## config.mk

```make
export PLATFORM = sky130hd
export DESIGN_NAME = ascii_number_parse_and_byteswap_unit
export DESIGN_NICKNAME = d
export VERILOG_FILES = /design/src/hw/rtl/anpbs_pkg.sv /design/src/hw/rtl/anpbs_accum.sv /design/src/hw/rtl/ascii_number_parse_and_byteswap_unit.sv
export SDC_FILE = /design/constraint.sdc
export NUM_CORES = 1
export LEC_CHECK = 0
export ABC_CLOCK_PERIOD_IN_PS = 8800
export BUFFER_PORTS_ARGS = -buffer_cell sky130_fd_sc_hd__buf_2
export CAP_MARGIN = 20
export CORE_MARGIN = 4
export CORE_UTILIZATION = 55
export CTS_BUF_LIST = sky130_fd_sc_hd__clkbuf_4 sky130_fd_sc_hd__clkbuf_8
export DETAILED_ROUTE_END_ITERATION = 6
export PLACE_DENSITY = 0.77
export REMOVE_ABC_BUFFERS = 1
export SETUP_SLACK_MARGIN = 0.1
export SYNTH_ARGS = -nofsm -noshare
export SYNTH_HDL_FRONTEND = slang
export SYNTH_SLANG_ARGS = --single-unit
```

## constraint.sdc

```tcl
create_clock -name clk -period 8.8 [get_ports clk]
set_input_delay 1.76 -clock clk [delete_from_list [all_inputs] [get_ports clk]]
set_output_delay 1.76 -clock clk [all_outputs]
set_load 0.1 [all_outputs]
```

## src/hw/rtl/anpbs_pkg.sv

```systemverilog
// ----------------------------------------------------------------------------
// anpbs_pkg
// Shared constants, types and helper functions of the ascii number parser.
// ----------------------------------------------------------------------------
`default_nettype none

package anpbs_pkg;

    localparam int unsigned CHAR_W = 8;
    localparam int unsigned WORD_W = 32;
    localparam int unsigned POS_W  = 6;

    localparam logic [CHAR_W-1:0] CH_MINUS = 8'd45;
    localparam logic [CHAR_W-1:0] CH_X     = 8'd120;
    localparam logic [CHAR_W-1:0] CH_ZERO  = 8'd48;
    localparam logic [CHAR_W-1:0] CH_NINE  = 8'd57;
    localparam logic [CHAR_W-1:0] CH_A     = 8'd97;
    localparam logic [CHAR_W-1:0] CH_F     = 8'd102;
    localparam logic [POS_W-1:0]  POS_MAX  = 6'd63;

    // one item handed from the input register to the accumulator
    typedef struct packed {
        logic              en;
        logic [CHAR_W-1:0] char_code;
        logic              last_char;
    } anpbs_step_t;

    function automatic logic [3:0] hex_digit(input logic [CHAR_W-1:0] c);
        logic [CHAR_W-1:0] d;
        d = 8'd0;
        if (c >= CH_ZERO && c <= CH_NINE)
        begin
            d = c - CH_ZERO;
        end
        else if (c >= CH_A && c <= CH_F)
        begin
            d = c - CH_A + 8'd10;
        end
        return d[3:0];
    endfunction

    function automatic logic [WORD_W-1:0] swap_bytes(input logic [WORD_W-1:0] v);
        return {v[7:0], v[15:8], v[23:16], v[31:24]};
    endfunction

endpackage

`default_nettype wire

```

## src/hw/rtl/anpbs_accum.sv

```systemverilog
// ----------------------------------------------------------------------------
// anpbs_accum
// Token state and accumulate step: one character per enabled cycle, gives
// the two's-complement pattern the token would have if it ended here.
// ----------------------------------------------------------------------------
`default_nettype none

module anpbs_accum
    import anpbs_pkg::*;
(
    input  wire logic              clk,
    input  wire logic              rst_n,
    input  wire anpbs_step_t       step,
    output logic [WORD_W-1:0]      pattern
);

    logic [WORD_W-1:0] acc_reg;
    logic [WORD_W-1:0] acc_next;
    logic [POS_W-1:0]  pos_reg;
    logic [POS_W-1:0]  pos_next;
    logic              hex_reg;
    logic              hex_next;
    logic              neg_reg;
    logic              neg_next;

    always_comb
    begin
        acc_next = acc_reg;
        hex_next = hex_reg;
        neg_next = neg_reg;
        if (pos_reg == '0 && step.char_code == CH_MINUS)
        begin
            neg_next = 1'b1;
        end
        else if (pos_reg == POS_W'(1) && !hex_reg && step.char_code == CH_X)
        begin
            // 0x prefix: restart as hex, drop any sign
            hex_next = 1'b1;
            acc_next = '0;
            neg_next = 1'b0;
        end
        else if (hex_reg)
        begin
            // times 16 plus digit
            acc_next = {acc_reg[WORD_W-5:0], 4'b0000}
                     + {{(WORD_W-4){1'b0}}, hex_digit(step.char_code)};
        end
        else
        begin
            // times 10 as 8x + 2x, non-digits still add their code minus '0'
            acc_next = {acc_reg[WORD_W-4:0], 3'b000} + {acc_reg[WORD_W-2:0], 1'b0}
                     + {{(WORD_W-CHAR_W){1'b0}}, step.char_code}
                     - {{(WORD_W-CHAR_W){1'b0}}, CH_ZERO};
        end
        pos_next = (pos_reg == POS_MAX) ? pos_reg : pos_reg + POS_W'(1);
    end

    assign pattern = neg_next ? (WORD_W'(0) - acc_next) : acc_next;

    always_ff @(posedge clk or negedge rst_n)
    begin
        if (!rst_n)
        begin
            acc_reg <= '0;
            pos_reg <= '0;
            hex_reg <= 1'b0;
            neg_reg <= 1'b0;
        end
        else if (step.en)
        begin
            if (step.last_char)
            begin
                acc_reg <= '0;
                pos_reg <= '0;
                hex_reg <= 1'b0;
                neg_reg <= 1'b0;
            end
            else
            begin
                acc_reg <= acc_next;
                pos_reg <= pos_next;
                hex_reg <= hex_next;
                neg_reg <= neg_next;
            end
        end
    end

endmodule

`default_nettype wire

```

## src/hw/rtl/ascii_number_parse_and_byteswap_unit.sv

```systemverilog
// ----------------------------------------------------------------------------
// ascii_number_parse_and_byteswap_unit
// Parses a decimal or 0x-hex ascii token one character per item and gives
// its 32-bit pattern, signed reading and byte-swapped pattern.
// ----------------------------------------------------------------------------
// Takes one character item per clock while in_stall is low. Each item passes
// an input register and then the accumulate step; the item marked last_char
// loads the result register, which shows the token's result with out_valid.
// A token may start on the cycle after the previous token's last character.
// in_stall rises only while a last character waits in the input register
// and the result register still holds a stalled result.
`default_nettype none

module ascii_number_parse_and_byteswap_unit
    import anpbs_pkg::*;
(
    input  wire logic                     clk,
    input  wire logic                     rst_n,
    input  wire logic                     in_valid,
    output logic                          in_stall,
    input  wire logic [CHAR_W-1:0]        char_code,
    input  wire logic                     last_char,
    output logic                          out_valid,
    input  wire logic                     out_stall,
    output logic [WORD_W-1:0]             bit_pattern,
    output logic signed [WORD_W-1:0]      signed_value,
    output logic [WORD_W-1:0]             swapped_pattern
);

    logic              in_v_reg;
    logic [CHAR_W-1:0] char_reg;
    logic              last_reg;
    logic              fire;
    logic              out_v_reg;
    logic [WORD_W-1:0] pat_reg;
    logic [WORD_W-1:0] pattern;
    anpbs_step_t       step;

    // a held last character moves on only if the result register frees up
    assign fire     = in_v_reg && (!last_reg || !out_v_reg || !out_stall);
    assign in_stall = in_v_reg && !fire;

    assign step.en        = fire;
    assign step.char_code = char_reg;
    assign step.last_char = last_reg;

    anpbs_accum u_accum
    (
        .clk     (clk),
        .rst_n   (rst_n),
        .step    (step),
        .pattern (pattern)
    );

    always_ff @(posedge clk or negedge rst_n)
    begin
        if (!rst_n)
        begin
            in_v_reg  <= 1'b0;
            out_v_reg <= 1'b0;
        end
        else
        begin
            if (!in_stall)
            begin
                in_v_reg <= in_valid;
            end
            if (fire && last_reg)
            begin
                out_v_reg <= 1'b1;
            end
            else if (!out_stall)
            begin
                out_v_reg <= 1'b0;
            end
        end
    end

    always_ff @(posedge clk)
    begin
        if (!in_stall && in_valid)
        begin
            char_reg <= char_code;
            last_reg <= last_char;
        end
        if (fire && last_reg)
        begin
            pat_reg <= pattern;
        end
    end

    assign out_valid       = out_v_reg;
    assign bit_pattern     = pat_reg;
    assign signed_value    = $signed(pat_reg);
    assign swapped_pattern = swap_bytes(pat_reg);

endmodule

`default_nettype wire

```

==> results of run 1 <==
cell families after synthesis:
group	share of synthesized area
and+or+nand+nor	0.1425
xor gates and xnor gates	0.06344
AOI/OAI and AO/OA	0.1913
buffers and inverters	0.1312
DFF	0.3005
muxes	0.005273
adders and majority gates	0.1658
worst max-delay path: cells and delay by family, from the launching register on:
kind            cells  cell delay [ns]
compound gates      7             2.05
xor+xnor            2             0.34
fa+ha+maj           3             1.19
buf+inv             2             0.20
flops               1             0.42
simple gates        2             0.96
synth_stat cells (all sizes together) (6+ instances only):
library cell | number | area share
a211oi | 6 | 0.0059
a21o | 8 | 0.0079
a21oi | 54 | 0.038
a222oi | 6 | 0.0079
a31oi | 7 | 0.0058
and3 | 6 | 0.0049
buf | 72 | 0.069
clkbuf | 19 | 0.0094
dfrtp | 42 | 0.14
edfxtp | 41 | 0.16
fa | 6 | 0.016
ha | 91 | 0.15
inv | 107 | 0.053
nand2 | 80 | 0.040
nand2b | 7 | 0.0058
nand3 | 16 | 0.011
nand4 | 10 | 0.0082
nor2 | 53 | 0.027
nor3 | 14 | 0.0099
o211ai | 7 | 0.0069
o21a | 6 | 0.0059
o21ai | 59 | 0.039
o22ai | 16 | 0.013
o31ai | 10 | 0.0099
xnor2 | 34 | 0.039
xor2 | 21 | 0.024
per-stage QoR:
stage / cell area (sq um) / utilization / setup slack [ns] / hold slack [ns]
2_1_floorplan: 6999 / - / 3.986 / 0.4497
3_3_place_gp: 7806 / 0.5825 / 3.555 / 0.4804
3_5_place_dp: 7806 / 0.5825 / 3.461 / 0.4849
4_1_cts: 8005 / 0.5974 / 3.433 / 0.5064
5_1_grt: 8038 / 0.5998 / 3.025 / 0.5381
6_report: 8038 / 0.5998 / 3.376 / 0.4994
worst paths after layout:
kind | end | slack, ns | cells past startpoint
min | u_accum.acc_reg[31] | 0.50 | 2
min reg2reg | u_accum.acc_reg[31] | 0.50 | 2
max | bit_pattern[28] | 3.38 | 16
max in group asynchronous | u_accum.acc_reg[0] | 7.16 | 2
min in group asynchronous | u_accum.acc_reg[30] | 1.18 | 1
max reg2reg | bit_pattern[28] | 3.38 | 16
area by class of cell:
type                       count  area [sq um]  share of cell area
tap                          176         220.2             0.02740
clock inverter                 7         75.07            0.009340
inverter                     107         401.6             0.04997
timing repair buffer         116         613.1             0.07628
multi-input combinational    595          4322              0.5377
sequential                    83          2282              0.2839
clock buffer                   9         123.9             0.01541
per-layer routing:
layer,GRT usage,up-vias
met2,0.4028,234
li1,-,3101
met1,0.2973,2994
met3,0.03667,42
met4,0.08099,0
met5,0,-
==> key figures, run 1 <==
Critical path
  • Arrival time worst endpoint: 5.53 ns
  • Worst path cell trace: inv_1, fa_1, inv_1, fa_1, ha_1, a211oi_1, o211ai_1, a31o_1, a21oi_1, o41ai_4, xnor2_1, a222oi_1, or4bb_1, nor4_2, a21oi_1, xnor2_1
  • Delay of the slowest cell on the worst path: 0.61 ns
  • Kind of end point of the critical path: flop
  • Crit path launch type: flop
  • Required time of the critical path: 8.91 ns
  • Type of the setup path with the least slack: reg2reg
  • Worst-path maximum fanout: 5
  • Slowest cell on crit path: a222oi_1
  • Source of the worst register-to-register timing path: char_reg[3]
  • Startpoint of the most critical setup path: char_reg[3]

Global routing
  • Total grt overflow: 0
  • First-pass GRT wire length: 29.96 mm
  • Number of antenna violations at the first check in global routing: 0
  • Global-route total usage across every layer: 0.2333
  • Vias in the first global route: 5958
  • Maximum number of pins on one net before global-route repair: 46

Floorplanning
  • Area of the die: 15750 sq um
  • # IOs: 111
  • Area of the core region: 13400 sq um
  • Starting Density: 0.5667
  • Chip Width: 125.5 um
  • Height of the die: 125.5 um
  • Cell Rows: 42

Place
  • Routability congestion estimate from global placement: 0.9234
  • Number of placed instances, taps included: 1075
  • Count of buffers inserted at the top-level ports: 110
  • Detailed Place HPWL: 14.26 mm

Final layout
  • Leading cell types in the layout, fill and taps excluded: buf_2, inv_1, ha_1, nand2_1, o21ai_0
  • Final cell count without fillers: 1093
  • Net count reported at finish: 1022
  • Share of final-layout standard cells stronger than drive strength 1: 0.1636
  • Most common cell after layout, fill and taps aside: buf_2
  • Area overhead of the layout relative to synthesis: 5.849%
  • Fillers: 1181
  • Antenna diode count: 0

Min path
  • Worst hold-check path type: reg2reg
  • Startpoint of the tightest hold check path: u_accum.acc_reg[31]

Synth
  • Number of enable flip-flop cells after synthesis: 41
  • Cell count after synthesis: 876
  • Unique cell type count in the Yosys netlist: 75
  • Total of flip-flops plus latches after synthesis: 83
  • Count of synthesis-stage warnings from yosys: 0
  • Top flip-flop cell by instance count after synthesis: dfrtp_1
  • Fraction of registers with async set or reset after synthesis: 0.5060
  • Sequential area share after synthesis: 0.3005
  • Mean instance size in the synthesized netlist: 8.668 sq um
  • Synthesized cell area: 7594 sq um

Clocking
  • CTS root buf: clkbuf_8
  • Number of buffers on the longest clock path: 2
  • Later-pin clock latency in the skew report: 0.38 ns
  • Inserted Clock Buffers: 9
  • TritonCTS clock tree: done
  • Clk sinks: 83
  • Hold Buf Count CTS: 0
  • Post-CTS setup buffers: 0
  • Post-CTS Resized: 0
  • Clock-pin slew of the registers on the worst-case setup and hold paths: 0.09 ns
  • Number of H-tree levels: 3

Timing
  • Max-slew headroom at the worst pin: 0.3119
  • Achievable clock frequency: 0.1844 GHz
  • Clk_skew: 0.02239 ns
  • Final count of hold timing violations: 0
  • Total negative setup slack: 0 ns
  • Minimum period implied by the final worst setup slack: 5.424 ns
  • Period utilization: 0.6164
  • Number of failing setup endpoints in the final timing report: 0
  • RSZ-0062 raised after global routing: no
  • Final-report max-slew violation count: 0
  • Transition time at the pin with the least slew margin: 1.031 ns

Job
  • Max_cap viols: 0

Detailed routing
  • Detail-routed net length per standard cell: 16.84 um
  • Total via count after detailed routing: 6371
  • Met3 routed wirelength: 1.117 mm
  • Via count normalized by instance count: 5.829
  • DR iter-0 viols: 621
  • Detailed-routed wire length on met2: 9.050 mm
  • Number of nets still failing antenna checks after routing: 0
  • Number of iterations in the first detailed-routing pass: 6
  • Wire length on met1: 7.677 mm
  • DRC errors left: 0
  • Top metal layer carrying routed signals: met4
  • Post-Route WL: 18.41 mm

Run status
  • Run status: completed
Power of run 1 is not shown: default switching activity piles up to over one toggle a cycle in this logic, so the estimate is an artifact.
==> run 2, diff against run 1 <==
--- a/config.mk
+++ b/config.mk
@@ -5,14 +5,14 @@
 export SDC_FILE = /design/constraint.sdc
 export NUM_CORES = 1
 export LEC_CHECK = 0
-export ABC_CLOCK_PERIOD_IN_PS = 8800
+export ABC_CLOCK_PERIOD_IN_PS = 4380
 export BUFFER_PORTS_ARGS = -buffer_cell sky130_fd_sc_hd__buf_2
 export CAP_MARGIN = 20
 export CORE_MARGIN = 4
-export CORE_UTILIZATION = 55
+export CORE_UTILIZATION = 54
 export CTS_BUF_LIST = sky130_fd_sc_hd__clkbuf_4 sky130_fd_sc_hd__clkbuf_8
 export DETAILED_ROUTE_END_ITERATION = 6
-export PLACE_DENSITY = 0.77
+export PLACE_DENSITY = 0.79
 export REMOVE_ABC_BUFFERS = 1
 export SETUP_SLACK_MARGIN = 0.1
 export SYNTH_ARGS = -nofsm -noshare
==> constraint.sdc (replaced) <==
create_clock -name clk -period 4.38 [get_ports clk]
set_input_delay 0.876 -clock clk [delete_from_list [all_inputs] [get_ports clk]]
set_output_delay 0.876 -clock clk [all_outputs]
set_load 0.1 [all_outputs]
==> run 2 against run 1 <==
Compared with the run above: sequential share of layout area fell by 3.5 points; core utilization rose by 6.4 points; global-route usage rose by 2.3 points; the run now ends with setup timing left; wire length rose by 17%.
==> key figures, run 2 (synthesized netlist as in run 1, its figures left out) <==
Timing
  • Period utilization: 1.057 (+0.4404)
  • Number of failing setup endpoints in the final timing report: 14 (+14)
  • RSZ-0062 raised after global routing: yes
  • Achievable clock frequency: 0.2160 GHz (+17%)
  • Final WS setup: -0.2486 ns (-3.624 ns)
  • Minimum period implied by the final worst setup slack: 4.629 ns (-0.7957 ns)
  • Final-report max-slew violation count: 0 (unchanged)
  • Transition time at the pin with the least slew margin: 1.055 ns (+0.02347 ns)
  • Clk_skew: 0.009884 ns (-0.01251 ns)
  • Max-slew headroom at the worst pin: 0.2962 (-0.01566)
  • Final count of hold timing violations: 0 (unchanged)

Global routing
  • Total grt overflow: 0 (unchanged)
  • Number of antenna violations at the first check in global routing: 1 (+1)
  • First-pass GRT wire length: 33.33 mm (+11%)
  • Global-route total usage across every layer: 0.2565 (+0.02318)
  • Vias in the first global route: 6773 (+14%)
  • Maximum number of pins on one net before global-route repair: 45 (-2.2%)

Clocking
  • Clock-pin slew of the registers on the worst-case setup and hold paths: 0.08 ns (about the same)
  • Hold Buf Count CTS: 0 (unchanged)
  • Number of buffers on the longest clock path: 2 (unchanged)
  • Inserted Clock Buffers: 9 (unchanged)
  • TritonCTS clock tree: done
  • Number of H-tree levels: 3 (unchanged)
  • Clk sinks: 83 (unchanged)
  • Later-pin clock latency in the skew report: 0.38 ns (about the same)
  • CTS root buf: clkbuf_8

Critical path
  • Type of the setup path with the least slack: reg2reg
  • Startpoint of the most critical setup path: u_accum.acc_reg[2]
  • Delay of the slowest cell on the worst path: 0.56 ns (-0.05 ns)
  • Source of the worst register-to-register timing path: u_accum.acc_reg[2]
  • Number of cells on the worst reg-to-reg path: 18 (+2)
  • Worst-path maximum fanout: 3 (-2)
  • Arrival time worst endpoint: 4.76 ns (-0.77 ns)
  • Worst path cell trace: inv_2, fa_2, inv_1, ha_1, ha_2, fa_2, a211oi_4, buf_4, nor3_4, nor2_2, nand2_2, xor2_2, a222oi_1, nand3b_1, or3_4, nor3_4, a41oi_2, xor2_1
  • Worst reg-to-reg setup slack: -0.25 ns (-3.62 ns)
  • Slowest cell on crit path: fa_2
  • Capturing point of the worst reg2reg path: bit_pattern[31]
  • Required time of the critical path: 4.51 ns (-4.40 ns)
  • Crit path launch type: flop
  • Kind of end point of the critical path: flop

Final layout
  • Total area of multi-input combinational cells: 4647 sq um (+7.5%)
  • Leading cell types in the layout, fill and taps excluded: buf_2, buf_4, inv_1, ha_1, nand2_1
  • Share of final-layout standard cells stronger than drive strength 1: 0.3040 (+0.1404)
  • Most common cell after layout, fill and taps aside: buf_2
  • Area overhead of the layout relative to synthesis: 20.81%
  • Net count reported at finish: 1128 (+10%)
  • Cell area after layout: 9174 sq um (+14%)
  • Antenna diode count: 0 (unchanged)
  • Sequential cell area in the final layout: 2282 sq um (unchanged)
  • Fillers: 1081 (-8.5%)

Floorplanning
  • Chip Width: 126.6 um (+0.86%)
  • # IOs: 111 (unchanged)
  • Height of the die: 126.6 um (+0.86%)
  • Starting Density: 0.5492 (-0.01749)
  • Cell Rows: 43 (+2.4%)
  • Area of the core region: 13830 sq um (+3.2%)
  • Area of the die: 16020 sq um (+1.7%)

Min path
  • Worst hold-check path type: in2async

Run status
  • Run status: finished, violations left
  • Violations in the final reports: setup timing

Place
  • Detailed Place HPWL: 15.79 mm (+11%)
  • Count of buffers inserted at the top-level ports: 110 (unchanged)
  • Total placed instance area: 8427 sq um (+7.9%)
  • Routability congestion estimate from global placement: 0.9501 (+2.9%)

Job
  • Max_cap viols: 0 (unchanged)

Detailed routing
  • DR iter-0 viols: 582 (-6.3%)
  • Via count normalized by instance count: 5.926 (+1.7%)
  • Total via count after detailed routing: 7129 (+12%)
  • DRC errors left: 0 (unchanged)
  • Number of iterations in the first detailed-routing pass: 6 (unchanged)
  • Detail-routed net length per standard cell: 17.94 um (+6.5%)
  • Post-Route WL: 21.58 mm (+17%)
  • Number of nets still failing antenna checks after routing: 0 (unchanged)
## run 2: cell types whose count changed in the layout (fill, tap and decap cells not counted), sizes merged
cell      change
clkbuf        +3
clkinvlp      -2
buf         +106
inv           -2
clkinv        +1
## run 2: worst max path at each step
stage | depth (start not counted) | to | slack [ns]
global placement | 16 | bit_pattern[31] | -0.41
floorplan | 16 | bit_pattern[30] | -0.43
global route | 18 | bit_pattern[31] | -0.42
detailed placement | 16 | bit_pattern[31] | -0.65
CTS | 18 | bit_pattern[31] | -0.15
finish | 18 | bit_pattern[31] | -0.25
## run 2: critical path: cells and delay by family, from the launching register on
kind | cells | cell delay [ns]
flip-flops | 1 | 0.37
AO/OA/AOI/OAI | 3 | 0.83
adder cells (fa/ha/maj) | 4 | 1.42
AND/OR/NAND/NOR | 6 | 1.15
buffers and inverters | 3 | 0.28
XOR/XNOR | 2 | 0.34
## run 2: metrics by stage
stage	TNS (ns)	setup WS [ns]	std cells	hold WS (ns)	utilization
3_3_place_gp	-4.052	-0.4094	1161	0.4642	0.6094
3_5_place_dp	-6.576	-0.6506	1161	0.4727	0.6094
6_report	-2.035	-0.2486	1203	0.4495	0.6635
5_1_grt	-4.520	-0.4176	1203	0.4774	0.6635
2_1_floorplan	-3.482	-0.4336	785	0.4497	-
4_1_cts	-1.037	-0.1543	1192	0.4945	0.6461
## run 2: cell type report
cell class | instances | share of cell area
well taps | 180 | 0.02455
clock inverters | 4 | 0.005592
inverters | 107 | 0.04378
repair buffers | 222 | 0.1548
multi-input cells | 595 | 0.5065
clock buffers | 12 | 0.01596
flip-flops and latches | 83 | 0.2488
## run 2: per-layer routing
metal | wire length (um) | GRT usage | up-vias
li1 | - | - | 3311
met1 | 8309 | 0.3063 | 3420
met5 | 7 | 0 | -
met4 | 1022 | 0.1174 | 2
met3 | 1332 | 0.04337 | 74
met2 | 10910 | 0.4508 | 322
## run 2: timing repair
item	CTS	global route
pin swaps	40	24
buffers inserted	15	10
gates resized for setup	47	31
setup endpoints to repair	21	22
Power of run 2 is left out for the same reason.
==> run 3, diff against run 2 <==
--- a/config.mk
+++ b/config.mk
@@ -9,12 +9,13 @@
 export BUFFER_PORTS_ARGS = -buffer_cell sky130_fd_sc_hd__buf_2
 export CAP_MARGIN = 20
 export CORE_MARGIN = 4
-export CORE_UTILIZATION = 54
+export CORE_UTILIZATION = 55
 export CTS_BUF_LIST = sky130_fd_sc_hd__clkbuf_4 sky130_fd_sc_hd__clkbuf_8
 export DETAILED_ROUTE_END_ITERATION = 6
-export PLACE_DENSITY = 0.79
+export PLACE_DENSITY = 0.8
 export REMOVE_ABC_BUFFERS = 1
 export SETUP_SLACK_MARGIN = 0.1
 export SYNTH_ARGS = -nofsm -noshare
 export SYNTH_HDL_FRONTEND = slang
+export SYNTH_HIERARCHICAL = 1
 export SYNTH_SLANG_ARGS = --single-unit
==> run 3 against run 2 <==
Compared with the run above: the run ends with DRC, setup timing left; clock skew grew 0.0011 ns; flip-flop and latch count is the same; design area increased by 1.6%; core utilization grew 0.82 points; wire length up 11%; register-to-register slack lost 0.19 ns; critical endpoint unchanged.
==> key figures, run 3 <==
Run status
  • Run status: finished, violations left
  • Violations in the final reports: DRC, setup timing

Synth
  • Post-synthesis share of cell area spent on full adders, half adders and majority gates: 0.1602 (-0.005606)
  • Fraction of registers with async set or reset after synthesis: 0.5060 (unchanged)
  • Top cell types by occurrence after synthesis: inv_1, ha_1, buf_4
  • Unique cell type count in the Yosys netlist: 78 (+4.0%)
  • Share of the synthesized area in the top cell type: 0.1582 (-0.003911)
  • Cell count after synthesis: 880 (+0.46%)
  • Total of flip-flops plus latches after synthesis: 83 (unchanged)
  • Largest family of logic cells by synthesized area: compound AO/OA/AOI/OAI gates
  • Synthesized-area fraction occupied by and/or/nand/nor cells: 0.1384 (-0.004081)
  • Share of the synthesized area in compound gates (AO/OA/AOI/OAI): 0.2174 (+0.02610)
  • Synthesized cell area: 7781 sq um (+2.5%)
  • Mean instance size in the synthesized netlist: 8.842 sq um (+2.0%)
  • Top flip-flop cell by instance count after synthesis: dfrtp_1
  • Largest area contributor in the netlist: edfxtp_1
  • Count of synthesis-stage warnings from yosys: 6 (+6)
  • Top area cells in the synthesized netlist: edfxtp_1, ha_1, dfrtp_1, buf_4, inv_1
  • XOR/XNOR share of the synthesized area: 0.05403 (-0.009409)
  • Mux contribution to synthesized area: 0.006432 (+0.001159)
  • Most frequent cell after synthesis: inv_1
  • Sequential area share after synthesis: 0.2933 (-0.007249)
  • Number of enable flip-flop cells after synthesis: 41 (unchanged)

Timing
  • Final-report max-slew violation count: 0 (unchanged)
  • RSZ-0062 raised after global routing: yes
  • Achievable clock frequency: 0.2077 GHz (-3.8%)
  • Hold Slack: 0.3430 ns (-0.1065 ns)
  • Clk_skew: 0.01102 ns (+0.001134 ns)
  • Number of failing setup endpoints in the final timing report: 17 (+3)
  • Minimum period implied by the final worst setup slack: 4.814 ns (+0.1851 ns)
  • Final WS setup: -0.4336 ns (-0.1851 ns)
  • Transition time at the pin with the least slew margin: 1.266 ns (+0.2117 ns)
  • Period utilization: 1.099 (+0.04225)
  • Final count of hold timing violations: 0 (unchanged)
  • Max-slew headroom at the worst pin: 0.1527 (-0.1435)

Global routing
  • Total grt overflow: 0 (unchanged)
  • Vias in the first global route: 7085 (+4.6%)
  • First-pass GRT wire length: 35.07 mm (+5.2%)
  • Global-route total usage across every layer: 0.2716 (+0.01514)
  • Maximum number of pins on one net before global-route repair: 43 (-4.4%)
  • Number of antenna violations at the first check in global routing: 0 (-1)

Clocking
  • TritonCTS clock tree: done
  • Number of buffers on the longest clock path: 2 (unchanged)
  • Later-pin clock latency in the skew report: 0.38 ns (about the same)
  • CTS root buf: clkbuf_8
  • Clk sinks: 83 (unchanged)
  • Hold Buf Count CTS: 0 (unchanged)
  • Clock-pin slew of the registers on the worst-case setup and hold paths: 0.10 ns (+0.02 ns)
  • Number of H-tree levels: 3 (unchanged)
  • Inserted Clock Buffers: 9 (unchanged)

Critical path
  • Required time of the critical path: 4.51 ns (about the same)
  • Arrival time worst endpoint: 4.95 ns (+0.19 ns)
  • Slowest cell on crit path: fa_2
  • Crit path launch type: flop
  • Delay of the slowest cell on the worst path: 0.58 ns (+0.02 ns)
  • Worst path cell trace: inv_2, fa_2, inv_2, ha_4, ha_4, fa_2, a21o_1, a221o_1, buf_4, buf_6, a21oi_2, xnor2_1, mux2i_1, o21ai_2, or4_4, buf_8, nor4b_4, a41oi_2, xnor2_1
  • Worst-path maximum fanout: 6 (+3)
  • Kind of end point of the critical path: flop
  • Type of the setup path with the least slack: reg2reg

Detailed routing
  • DR iter-0 viols: 1008 (+73%)
  • DRC errors left: 3 (+3)
  • Number of iterations in the first detailed-routing pass: 7 (+1)
  • Detail-routed net length per standard cell: 19.96 um (+11%)
  • Post-Route WL: 24.00 mm (+11%)
  • Number of nets still failing antenna checks after routing: 0 (unchanged)
  • Total via count after detailed routing: 7543 (+5.8%)
  • Via count normalized by instance count: 6.275 (+5.9%)

Floorplanning
  • Height of the die: 126.9 um (+0.28%)
  • Area of the die: 16120 sq um (+0.57%)
  • Cell Rows: 43 (unchanged)
  • # IOs: 111 (unchanged)
  • Starting Density: 0.5606 (+0.01139)
  • Chip Width: 126.9 um (+0.28%)
  • Area of the core region: 13880 sq um (+0.39%)

Final layout
  • Area overhead of the layout relative to synthesis: 19.83%
  • Antenna diode count: 0 (unchanged)
  • Final cell count without fillers: 1202 (-0.083%)
  • Final core occ: 0.6717 (+0.008245)
  • Leading cell types in the layout, fill and taps excluded: buf_2, buf_4, inv_1, ha_1, nand2_1
  • Share of final-layout standard cells stronger than drive strength 1: 0.2896 (-0.01438)
  • Most common cell after layout, fill and taps aside: buf_2
  • Net count reported at finish: 1126 (-0.18%)

Job
  • Max_cap viols: 0 (unchanged)

Place
  • Count of buffers inserted at the top-level ports: 110 (unchanged)
  • Detailed Place HPWL: 17.16 mm (+8.6%)
  • Worst-case setup slack after placement: -0.4663 ns (+0.1843 ns)
  • Number of placed instances, taps included: 1164 (+0.26%)
  • Routability congestion estimate from global placement: 0.9505 (about the same)

Min path
  • Worst hold-check path type: in2async
run 3: cell type report:
class / count / area, sq um
tap: 180 / 225.2
multi-input combinational: 595 / 4758
clock buffer: 9 / 123.9
inverter: 107 / 401.6
clock inverter: 7 / 106.4
fill: 1043 / 4557
timing repair buffer: 221 / 1426
sequential: 83 / 2282
run 3: through the flow:
step / area, sq um / TNS (ns)
6_report: 9324 / -5.022
5_1_grt: 9324 / -6.627
4_1_cts: 9041 / -4.503
3_5_place_dp: 8646 / -5.696
3_3_place_gp: 8646 / -3.491
2_1_floorplan: 7169 / -5.690
run 3: kinds of logic after synthesis:
group	Yosys count
flip-flops	83
AO/OA/AOI/OAI	249
AND/OR/NAND/NOR	197
XOR/XNOR	48
multiplexers	5
buffers and inverters	202
adder cells (fa/ha/maj)	96
run 3: final timing paths:
| path | slack [ns] | depth (start not counted) | start | end |
|---|---|---|---|---|
| max | -0.43 | 19 | char_reg[3] | bit_pattern[31] |
| min | 0.34 | 1 | rst_n | u_accum/acc_reg[27] |
| max reg2reg | -0.43 | 19 | char_reg[3] | bit_pattern[31] |
| min reg2reg | 0.60 | 2 | u_accum/acc_reg[3] | u_accum/acc_reg[3] |
| max in group asynchronous | 3.55 | 2 | rst_n | u_accum/pos_reg[1] |
| min in group clk | 0.60 | 2 | u_accum/acc_reg[3] | u_accum/acc_reg[3] |
run 3: what timing repair did:
item                                    4_1_cts  5_1_grt
pin swaps                                    17       40
cloned                                        0        0
buffers inserted                             13       12
endpoints found under the setup margin       21       23
gates resized for setup                      18       40
run 3: layer usage:
| metal | share of wire | vias to the layer above | global-route usage |
|---|---|---|---|
| met1 | 0.36 | 3505 | 0.3168 |
| met2 | 0.50 | 486 | 0.4720 |
| met5 | 0 | - | 0 |
| met4 | 0.062 | 0 | 0.1577 |
| li1 | - | 3417 | - |
| met3 | 0.083 | 135 | 0.04253 |
run 3: worst max-delay path: cells and delay by family (launching register included):
kind	cells	cell delay, ns
buffers and inverters	5	0.53
flip-flops	1	0.37
AO/OA/AOI/OAI	5	0.96
AND/OR/NAND/NOR	2	0.97
XOR/XNOR	2	0.24
adder cells (fa/ha/maj)	4	1.32
multiplexers	1	0.18
Power of run 3 is left out for the same reason.
